[src/rtl/cfac_pkg.sv]
// Types, constants and the CRC-16 byte update shared by the frame block.
`timescale 1ns / 1ps

package cfac_pkg;

   // Register indexes of the configuration port.
   localparam int unsigned CSR_INDEX_WIDTH = 1;
   localparam logic [CSR_INDEX_WIDTH-1:0] CSR_MODE           = 1'd0;
   localparam logic [CSR_INDEX_WIDTH-1:0] CSR_EXPECTED_COUNT = 1'd1;

   // CRC polynomial and frame limits.
   localparam logic [15:0] CRC_POLY  = 16'h8005;
   localparam logic [7:0]  MIN_COUNT = 8'd3;
   localparam logic [7:0]  CRC_BYTES = 8'd2;

   // Results one input byte can produce.
   localparam int unsigned MAX_RESULTS = 3;
   localparam int unsigned RESULT_CNT_WIDTH = 2;

   typedef enum logic [1:0] {
      STATUS_OK           = 2'd0,
      STATUS_BAD_COUNT    = 2'd1,
      STATUS_LEN_MISMATCH = 2'd2,
      STATUS_CRC_MISMATCH = 2'd3
   } status_type;

   typedef struct packed {
      logic [7:0] out_byte;
      logic       is_crc_byte;
      logic       frame_end;
      status_type status;
   } result_type;

   // Everything one byte hands to the result buffer.
   typedef struct packed {
      result_type [MAX_RESULTS-1:0]  item;
      logic [RESULT_CNT_WIDTH-1:0]   count;
   } result_set_type;

   typedef struct packed {
      logic       mode;
      logic [7:0] expected_count;
   } cfg_type;

   // Eight bit steps of the CRC, data LSB first against the register MSB.
   function automatic logic [15:0] crc_feed(input logic [15:0] crc, input logic [7:0] data);
      logic [15:0] c;
      c = crc;
      for (int i = 0; i < 8; i++) begin
         if (data[i] != c[15]) begin
            c = {c[14:0], 1'b0} ^ CRC_POLY;
         end else begin
            c = {c[14:0], 1'b0};
         end
      end
      return c;
   endfunction

endpackage

[src/rtl/cfac_frame_ctrl.sv]
// Frame tracking, CRC update and result generation for one byte per step.
`timescale 1ns / 1ps

module cfac_frame_ctrl (
   input  logic                    clock,
   input  logic                    reset,
   input  logic                    step,
   input  logic [7:0]              frame_byte,
   input  cfac_pkg::cfg_type       cfg,
   output cfac_pkg::result_set_type results
);

   logic [15:0] crc_ff, crc_in;
   logic [7:0]  bytes_seen_ff, bytes_seen_in;
   logic [7:0]  frame_length_ff, frame_length_in;
   logic        length_wrong_ff, length_wrong_in;
   logic [7:0]  received_low_ff, received_low_in;

   logic        first;
   logic        bad_count;
   logic [7:0]  length;
   logic [15:0] crc_base;
   logic [15:0] crc_next;
   logic        len_wrong;
   logic        gen_last;
   logic        ver_data;
   logic        ver_low;
   logic        crc_match;
   cfac_pkg::status_type ver_status;

   // Values of the frame as seen by the current byte; a count byte restarts them.
   always_comb begin
      first     = (bytes_seen_ff == 8'd0);
      bad_count = first && (frame_byte < cfac_pkg::MIN_COUNT);
      length    = first ? frame_byte : frame_length_ff;
      crc_base  = first ? 16'd0 : crc_ff;
      len_wrong = first ? (!cfg.mode && (cfg.expected_count != 8'd0)
                           && (frame_byte != cfg.expected_count))
                        : length_wrong_ff;
      crc_next  = cfac_pkg::crc_feed(crc_base, frame_byte);
      gen_last  = (bytes_seen_ff >= 8'(length - cfac_pkg::MIN_COUNT));
      ver_data  = (bytes_seen_ff < 8'(length - cfac_pkg::CRC_BYTES));
      ver_low   = (bytes_seen_ff == 8'(length - cfac_pkg::CRC_BYTES));
      crc_match = (received_low_ff == crc_base[7:0]) && (frame_byte == crc_base[15:8]);
   end

   // Final status of a verified frame; a length error outranks a CRC error.
   always_comb begin
      priority if (len_wrong) begin
         ver_status = cfac_pkg::STATUS_LEN_MISMATCH;
      end else if (!crc_match) begin
         ver_status = cfac_pkg::STATUS_CRC_MISMATCH;
      end else begin
         ver_status = cfac_pkg::STATUS_OK;
      end
   end

   // Results for this byte.
   always_comb begin
      results = '0;
      results.item[0].out_byte = frame_byte;
      results.count = 2'd1;
      priority if (bad_count) begin
         results.item[0].frame_end = 1'b1;
         results.item[0].status    = cfac_pkg::STATUS_BAD_COUNT;
      end else if (cfg.mode) begin
         if (gen_last) begin
            results.item[1].out_byte    = crc_next[7:0];
            results.item[1].is_crc_byte = 1'b1;
            results.item[2].out_byte    = crc_next[15:8];
            results.item[2].is_crc_byte = 1'b1;
            results.item[2].frame_end   = 1'b1;
            results.count = 2'd3;
         end
      end else if (ver_data) begin
         results.item[0].is_crc_byte = 1'b0;
      end else if (ver_low) begin
         results.item[0].is_crc_byte = 1'b1;
      end else begin
         results.item[0].is_crc_byte = 1'b1;
         results.item[0].frame_end   = 1'b1;
         results.item[0].status      = ver_status;
      end
   end

   // Next frame state; any frame end clears it.
   always_comb begin
      crc_in          = crc_ff;
      bytes_seen_in   = bytes_seen_ff;
      frame_length_in = frame_length_ff;
      length_wrong_in = length_wrong_ff;
      received_low_in = received_low_ff;
      if (step) begin
         crc_in          = 16'd0;
         bytes_seen_in   = 8'd0;
         frame_length_in = 8'd0;
         length_wrong_in = 1'b0;
         received_low_in = 8'd0;
         priority if (bad_count || (cfg.mode && gen_last)) begin
            crc_in = 16'd0;
         end else if (cfg.mode || ver_data || ver_low) begin
            crc_in          = (cfg.mode || ver_data) ? crc_next : crc_base;
            bytes_seen_in   = 8'(bytes_seen_ff + 8'd1);
            frame_length_in = length;
            length_wrong_in = len_wrong;
            received_low_in = ver_low ? frame_byte : received_low_ff;
         end else begin
            crc_in = 16'd0;
         end
      end
   end

   always_ff @(posedge clock) begin
      if (reset) begin
         crc_ff          <= 16'd0;
         bytes_seen_ff   <= 8'd0;
         frame_length_ff <= 8'd0;
         length_wrong_ff <= 1'b0;
         received_low_ff <= 8'd0;
      end else begin
         crc_ff          <= crc_in;
         bytes_seen_ff   <= bytes_seen_in;
         frame_length_ff <= frame_length_in;
         length_wrong_ff <= length_wrong_in;
         received_low_ff <= received_low_in;
      end
   end

endmodule

[src/rtl/cfac_rsp_buf.sv]
// Result buffer that holds up to three results of one byte and sends them in order.
`timescale 1ns / 1ps

module cfac_rsp_buf (
   input  logic                     clock,
   input  logic                     reset,
   input  logic                     load,
   input  cfac_pkg::result_set_type results,
   output logic                     free,
   output logic                     rsp_valid,
   input  logic                     rsp_ready,
   output cfac_pkg::result_type     rsp_item
);

   cfac_pkg::result_type [cfac_pkg::MAX_RESULTS-1:0] slot_ff, slot_in;
   logic [cfac_pkg::RESULT_CNT_WIDTH-1:0] count_ff, count_in;
   logic [1:0] head_ff, head_in;
   logic       pop;

   // The buffer can take a new set when it is empty or empties in this cycle.
   always_comb begin
      rsp_valid = (count_ff != '0);
      pop       = rsp_valid && rsp_ready;
      free      = (count_ff == '0) || ((count_ff == 2'd1) && rsp_ready);
      rsp_item  = slot_ff[head_ff];
   end

   // Load a new result set or step to the next waiting result.
   always_comb begin
      slot_in  = slot_ff;
      count_in = count_ff;
      head_in  = head_ff;
      if (load) begin
         slot_in  = results.item;
         count_in = results.count;
         head_in  = 2'd0;
      end else if (pop) begin
         count_in = count_ff - 2'd1;
         head_in  = head_ff + 2'd1;
      end
   end

   always_ff @(posedge clock) begin
      slot_ff <= slot_in;
   end

   always_ff @(posedge clock) begin
      if (reset) begin
         count_ff <= '0;
         head_ff  <= 2'd0;
      end else begin
         count_ff <= count_in;
         head_ff  <= head_in;
      end
   end

endmodule

[src/rtl/crc16_frame_append_and_check.sv]
// Top level of the CRC-16 frame generator and checker.
// A byte's first result is sent from the result buffer, after the input register.
// Throughput: one byte per cycle while results are taken; a byte that appends the CRC puts
// three results in the result buffer, which sends one each cycle that rsp_ready is high.
// Reset clears the frame state, the registers, the input stage and the result buffer.
`timescale 1ns / 1ps

module crc16_frame_append_and_check (
   input  logic                                   clock,
   input  logic                                   reset,
   input  logic                                   req_valid,
   output logic                                   req_ready,
   input  logic [7:0]                             req_frame_byte,
   output logic                                   rsp_valid,
   input  logic                                   rsp_ready,
   output logic [7:0]                             rsp_out_byte,
   output logic                                   rsp_is_crc_byte,
   output logic                                   rsp_frame_end,
   output logic [1:0]                             rsp_status,
   input  logic                                   csr_valid,
   output logic                                   csr_ready,
   input  logic [cfac_pkg::CSR_INDEX_WIDTH-1:0]   csr_index,
   input  logic [7:0]                             csr_wdata
);

   cfac_pkg::cfg_type        cfg_ff, cfg_in;
   logic                     in_valid_ff, in_valid_in;
   logic [7:0]               in_byte_ff, in_byte_in;
   logic                     step;
   logic                     buf_free;
   cfac_pkg::result_set_type results;
   cfac_pkg::result_type     rsp_item;

   // Configuration writes are always taken.
   always_comb begin
      csr_ready = 1'b1;
      cfg_in    = cfg_ff;
      if (csr_valid) begin
         unique case (csr_index)
            cfac_pkg::CSR_MODE:           cfg_in.mode           = csr_wdata[0];
            cfac_pkg::CSR_EXPECTED_COUNT: cfg_in.expected_count = csr_wdata;
            default:                      cfg_in                = cfg_ff;
         endcase
      end
   end

   always_ff @(posedge clock) begin
      if (reset) begin
         cfg_ff <= '0;
      end else begin
         cfg_ff <= cfg_in;
      end
   end

   // Input register: a byte moves on when the result buffer can take its results.
   always_comb begin
      step        = in_valid_ff && buf_free;
      req_ready   = !in_valid_ff || buf_free;
      in_valid_in = in_valid_ff;
      in_byte_in  = in_byte_ff;
      if (req_valid && req_ready) begin
         in_valid_in = 1'b1;
         in_byte_in  = req_frame_byte;
      end else if (step) begin
         in_valid_in = 1'b0;
      end
   end

   always_ff @(posedge clock) begin
      in_byte_ff <= in_byte_in;
   end

   always_ff @(posedge clock) begin
      if (reset) begin
         in_valid_ff <= 1'b0;
      end else begin
         in_valid_ff <= in_valid_in;
      end
   end

   cfac_frame_ctrl u_frame_ctrl (
      .clock      (clock),
      .reset      (reset),
      .step       (step),
      .frame_byte (in_byte_ff),
      .cfg        (cfg_ff),
      .results    (results)
   );

   cfac_rsp_buf u_rsp_buf (
      .clock     (clock),
      .reset     (reset),
      .load      (step),
      .results   (results),
      .free      (buf_free),
      .rsp_valid (rsp_valid),
      .rsp_ready (rsp_ready),
      .rsp_item  (rsp_item)
   );

   // Result fields.
   assign rsp_out_byte    = rsp_item.out_byte;
   assign rsp_is_crc_byte = rsp_item.is_crc_byte;
   assign rsp_frame_end   = rsp_item.frame_end;
   assign rsp_status      = rsp_item.status;

endmodule

[config.mk]
export PLATFORM = sky130hd
export DESIGN_NAME = crc16_frame_append_and_check
export DESIGN_NICKNAME = d
export VERILOG_FILES = /design/src/rtl/cfac_pkg.sv /design/src/rtl/cfac_frame_ctrl.sv /design/src/rtl/cfac_rsp_buf.sv /design/src/rtl/crc16_frame_append_and_check.sv
export SDC_FILE = /design/constraint.sdc
export NUM_CORES = 1
export LEC_CHECK = 0
export BUFFER_PORTS_ARGS = -buffer_cell sky130_fd_sc_hd__buf_4
export CAP_MARGIN = 20
export CORE_ASPECT_RATIO = 1.1
export CORE_MARGIN = 1.5
export CORE_UTILIZATION = 40
export CTS_BUF_LIST = sky130_fd_sc_hd__clkbuf_4 sky130_fd_sc_hd__clkbuf_8 sky130_fd_sc_hd__clkbuf_16
export DETAILED_ROUTE_END_ITERATION = 16
export GPL_TIMING_DRIVEN = 0
export PLACE_DENSITY_LB_ADDON = 0.08
export SLEW_MARGIN = 20
export SYNTH_ARGS = -nofsm -noshare
export SYNTH_HDL_FRONTEND = slang
export SYNTH_SLANG_ARGS = --single-unit
[constraint.sdc]
create_clock -name clock -period 5.12 [get_ports clock]
set_input_delay 0.512 -clock clock [delete_from_list [all_inputs] [get_ports clock]]
set_output_delay 0.512 -clock clock [all_outputs]
set_load 0.01 [all_outputs]
* Word level (Yosys, flattened, before mapping)
Index checks and enable logic that the tools add are counted.
** Operators by class
- Divide/modulo/power cells :: 0
- Equal/unequal tests :: 14
- $mul :: 0
- Reduce and logical (&&, ||, !) cells :: 30
- $lt $le $gt $ge :: 4
- Bitwise gates (word level) :: 11
- Shift operators :: 0
- Add/sub/neg operators :: 5
- Muxes and demuxes :: 40
** Operator list (count)
- $mux 16 :: 12
- $mux 8 :: 8
- $bmux 12 s2 :: 1
- $eq 8x8->1 :: 3
- $not 3->3 :: 8
- $mux 2 :: 8
- $sub 8x2->8 const B :: 2
- $mux 12 :: 1
- $logic_and 1x1->1 :: 9
- $mux 3 :: 3
- $add 8x1->8 const B :: 1
- $ge 8x8->1 :: 1
- $logic_not 8->1 :: 1
- $lt 8x2->1 const B :: 1
- $lt 8x8->1 :: 1
- $ne 1x1->1 :: 8
- $ne 8x8->1 :: 1
- $reduce_bool 8->1 :: 1
- $mux 1 :: 7
- $reduce_and 2->1 :: 3
- $reduce_bool 2->1 :: 3
- $reduce_or 2->1 :: 3
- $logic_or 1x1->1 :: 5
- $reduce_or 4->1 :: 1
- other kinds (9) :: 12
** Word-level totals
- Latch bits :: 0
- Register bits after elaboration :: 94
- Memory bits (read-only) :: 0
- Memories :: 0
- RAM bits :: 0
- Word-level logic and storage cells :: 125

* Logic depth before layout (Yosys ltp)
- Depth after elaboration :: 21
- Mapped depth :: 20
- Depth with buffers taken out :: 18

* Hierarchy
Synthesis repeated with hierarchy kept, for this count alone.
** Unflattened totals
- Cell total of the unflattened synthesis :: 599
- Area, all modules :: 5770.5 µm²
** By module, submodules not included
- cfac_frame_ctrl :: area an instance 3494.6 µm², instances 1, cells each 440
- cfac_rsp_buf :: area an instance 1564.0 µm², instances 1, cells each 103
- crc16_frame_append_and_check :: area an instance 711.9 µm², instances 1, cells each 56

* Worst setup path after synthesis
OpenSTA, ideal clock, no wires.
- Kind :: register -> register
- Start point :: register u_frame_ctrl.bytes_seen_ff[0]
- End point :: register u_frame_ctrl.frame_length_ff[3]
- Buffers on the path :: 1
- Setup time :: 0.059 ns
- Arrival :: 3.746 ns
- Stages on the path, launching flop included :: 19
- Slack :: 1.315 ns
- Data required time :: 5.061 ns
- Path through :: dfxtp_1 -> inv_1 -> ha_1 -> nor4b_1 -> and2_1 -> buf_4 -> mux2i_1 -> inv_1 -> ha_1 -> nor3_1 -> xor2_1 -> ha_1 -> and3_1 -> a22oi_1 -> a31oi_2 -> nor4_2 -> nand2_1 -> o22ai_1 -> a22o_1
** On the way
- Word-level cells in the longest chain between the ends :: 8
** Ends and longest elaborated chain
- from (decl) :: line cfac_frame_ctrl.sv:14 : logic [7:0] bytes_seen_ff, bytes_seen_in;
- from (signal assigned) :: line cfac_frame_ctrl.sv:122 : bytes_seen_ff <= bytes_seen_in;
- $logic_not 8->1 :: line cfac_frame_ctrl.sv:33 : first = (bytes_seen_ff == 8'd0);
- $mux 8 :: line cfac_frame_ctrl.sv:35 : length = first ? frame_byte : frame_length_ff;
- $sub 8x2->8 :: line cfac_frame_ctrl.sv:42, cfac_frame_ctrl.sv:43
- $lt 8x8->1 :: line cfac_frame_ctrl.sv:42 : ver_data = (bytes_seen_ff < 8'(length - cfac_pkg::CRC_BYTES));
- $logic_or 1x1->1 (2 in a row) :: line cfac_frame_ctrl.sv:101 : end else if (cfg.mode || ver_data || ver_low) begin
- $mux 8 :: line cfac_frame_ctrl.sv:101
- $mux 8 (*) :: line cfac_frame_ctrl.sv:99 : priority if (bad_count || (cfg.mode && gen_last)) begin
- to (signal assigned) :: line cfac_frame_ctrl.sv:123 : frame_length_ff <= frame_length_in;
- to (decl) :: line cfac_frame_ctrl.sv:15 : logic [7:0] frame_length_ff, frame_length_in;
Mark *: on every way between the ends. The rest lies on a longest branch, timed or not.
A chain may end at the register's enable or synchronous reset.

* Worst setup path after layout
Ends and elaborated chain as after synthesis.

==> results.md <==
- Ys Warns: 0
- Area delta synth->final: 14.9%
- Hold Vio Cnt, Final: 0
- Yosys cell types: 63
- RSZ-0062 raised after global routing: false
- Final max-slew violation count: 0
- CTS tree: built
- Worst Path Required: 5.42 ns
- Wire length per cell: 17.0 µm
- Vias in the first global route: 3,919
- VDD IR max: 0.156 mV
- Setup Skew: 0.00768 ns
- Cell Chain, Critical Path: inv_1 > ha_1 > nor4b_1 > and2_1 > buf_4 > mux2i_1 > inv_1 > ha_1 > nor3_1 > xor2_1 > ha_1 > and3_1 > a22oi_1 > a31oi_4 > nor4_4 > nand2_1 > o22ai_1 > a22o_1
- Final setup violation count: 0
- Status: completed
- DRT iter0 DRCs: 215
- Hold crit path type: in2reg
- CTS Hold Bufs: 0
- Synthesis-stage register bit count: 92
- Syn Area/Cell: 9.82 µm²
- Diodes inserted: 0
- Cell row count: 44
- Cell Area, Synth: 5340 µm²
- Overflow after GRT: 0
- Worst skew pair latency: 0.35 ns
- Worst Path Max Fanout: 10
- FMAX: 0.216 GHz
- Clock slew at reported path FFs: 0.07 ns
- Leakage power: 0.00234 µW
- Commonest non-fill, non-tap cell in the layout: nor2_1
- H-Tree Level Count: 3
- Signal arrival time at the worst endpoint: 4.92 ns
- Die ar.: 14,100 µm²
- DP HPWL: 9570 µm
- Setup slack after layout: 0.494 ns
- Seq/Total Area, Yosys: 41.4%
- Final instance area: 6140 µm²
- Final Cycle Share: 90.3%
- Min Tclk post-route: 4.63 ns
- IO Count: 37
- Post-synth top flop: dfxtp_1
- Routed wire length: 12,800 µm
- Most frequent cells in the layout: 66 x nor2_1, 55 x dfxtp_1, 47 x nand2_1, 43 x buf_4, 43 x xnor2_1
- DRC: 0
- Max-cap violations: 0
- Crit path max-delay family: simple AND/OR/NAND/NOR gates
- Initial DRT Pass Iterations: 4
- Total Routing Usage GR: 19.4%
- PwrDens: 365 nW/µm²
- Final Wtd Congestion: 0.831
- First-pass GRT wire length: 20,700 µm
- CTS sink count: 92
- Antenna violations before repair: 0
- Layout cell share with drive strength beyond 1: 16.2%
- Place WS: 0.400 ns
- Cell at the slowest stage of the critical path: mux2i_1
- Antenna-violating nets left: 0
- Crit start category: register
- Cell count after synthesis: 544
- Setup bufs post-CTS: 0
- WS Path Type: reg2reg
- CTS Buf Count: 9
- Die Wd: 113 µm
- Max clock buf depth: 2
- Chip Height: 124 µm
- Buf/Inv on CP: 3
- Port Buffers: 34
- Clk Tree Root Cell: clkbuf_16
- Vias per Instance: 5.28
- Slew Limit Headroom: 45.2%
- Setup TNS Final: 0 ns
- Crit path capture type: register
- Post-synth ARST share: 0%
- Core box area: 13,100 µm²
- Nets: 634
- Most used cell, CP: ha_1
- Initial Utilization: 40.8%
- Mapped Nets: 589
- Post-synth EDFFs: 37
- Worst-margin pin slew: 0.822 ns
- Pin count of the biggest net entering global routing: 39
- Via count: 3,988
- Dpl cell area: 5800 µm²
- Crit path largest cell delay: 0.35 ns
==> logic make-up after synthesis <==
kind of cell | count (synthesis) | share of synthesized area [%]
AND/OR/NAND/NOR | 183 | 16.5
AO/OA/AOI/OAI | 105 | 14.0
flip-flops | 92 | 41.4
XOR/XNOR | 69 | 12.9
buffers and inverters | 54 | 6.54
adder cells (fa/ha/maj) | 23 | 5.39
multiplexers | 17 | 3.19
other | 1 | 0.0702
==> power by group <==
| part | total [µW] | switching (µW) | internal, µW |
|---|---|---|---|
| Clock | 713 | 287 | 426 |
| Combinational | 643 | 361 | 282 |
| Sequential | 882 | 45.2 | 837 |
| Total | 2240 | 693 | 1550 |
==> path summary, 6_finish.rpt <==
path | startpoint | endpoint | slack [ns] | depth (start not counted)
hold / removal | req_frame_byte[2] | in_byte_ff[2]$_DFFE_PP_ | 0.34 | 1
hold reg to reg | u_frame_ctrl.frame_length_ff[6]$_SDFFE_PP0P_ | u_frame_ctrl.frame_length_ff[6]$_SDFFE_PP0P_ | 0.45 | 2
setup reg to reg | u_frame_ctrl.bytes_seen_ff[0]$_SDFFE_PP0P_ | u_frame_ctrl.frame_length_ff[3]$_SDFFE_PP0P_ | 0.49 | 18
setup / recovery | u_frame_ctrl.bytes_seen_ff[0]$_SDFFE_PP0P_ | u_frame_ctrl.frame_length_ff[3]$_SDFFE_PP0P_ | 0.49 | 18
==> layer usage <==
metal  share of wire (%)  track usage, %
met1                  45            23.5
met2                  49            34.7
met3                 3.8            2.82
met4                 1.7            8.20
met5                   0               0
==> stage by stage <==
step	util, %	cells	total power (µW)	hold WS [ns]
6_report	46.8	755	2240	0.336
5_1_grt	46.8	755	2360	0.332
4_1_cts	46.7	755	2260	0.327
3_5_place_dp	44.3	739	1540	0.442
3_3_place_gp	44.3	739	1530	0.444
2_1_floorplan	-	544	1350	0.421
==> final cells by class <==
type	count	area [µm²]
repair buffers	34	255
plain buffers	39	293
clock inverters	7	91.3
inverters	15	56.3
clock buffers	9	225
flip-flops and latches	92	2210
well taps	161	201
fillers	1271	6970
multi-input cells	398	2800
==> cell usage after synthesis, types with 4 or more instances <==
cell type   n  area [µm²]
nand2_1    47         176
and3_1      7        43.8
mux2i_1    17         170
edfxtp_1   37        1110
ha_1       23         288
dfxtp_1    55        1100
xnor2_1    43         377
buf_4       9        67.6
a21oi_1    19        95.1
xnor2_2     4        65.1
nand4_1     9        56.3
o2bb2ai_1   9        78.8
a22o_1     10        87.6
buf_2       8        40.0
o32ai_1     8        70.1
nor2_1     66         248
clkbuf_1   11        41.3
inv_1      15        56.3
o21ai_0    23         115
and2_1      4        25.0
nand3_1    14        70.1
a22oi_1     9        67.6
clkbuf_8    6        82.6
xor2_1     18         158
nor3_1      9        45.0
nor4bb_1    5        50.1
a31oi_1     8        50.1
==> registers in the layout, indices dropped and copies added, names as in the netlist <==
name	flops
u_rsp_buf.slot_ff	29
u_frame_ctrl.crc_ff	16
cfg_ff	9
in_byte_ff	8
u_frame_ctrl.bytes_seen_ff	8
u_frame_ctrl.frame_length_ff	8
u_frame_ctrl.received_low_ff	8
u_rsp_buf.count_ff	2
u_rsp_buf.head_ff	2
in_valid_ff	1
u_frame_ctrl.length_wrong_ff	1
==> timing repair <==
action,in CTS,in global routing
endpoints found under the setup margin,0,18
endpoints found under the hold margin,0,0
gates resized for setup,0,3
No activity file was read; power rests on OpenSTA's default activity.
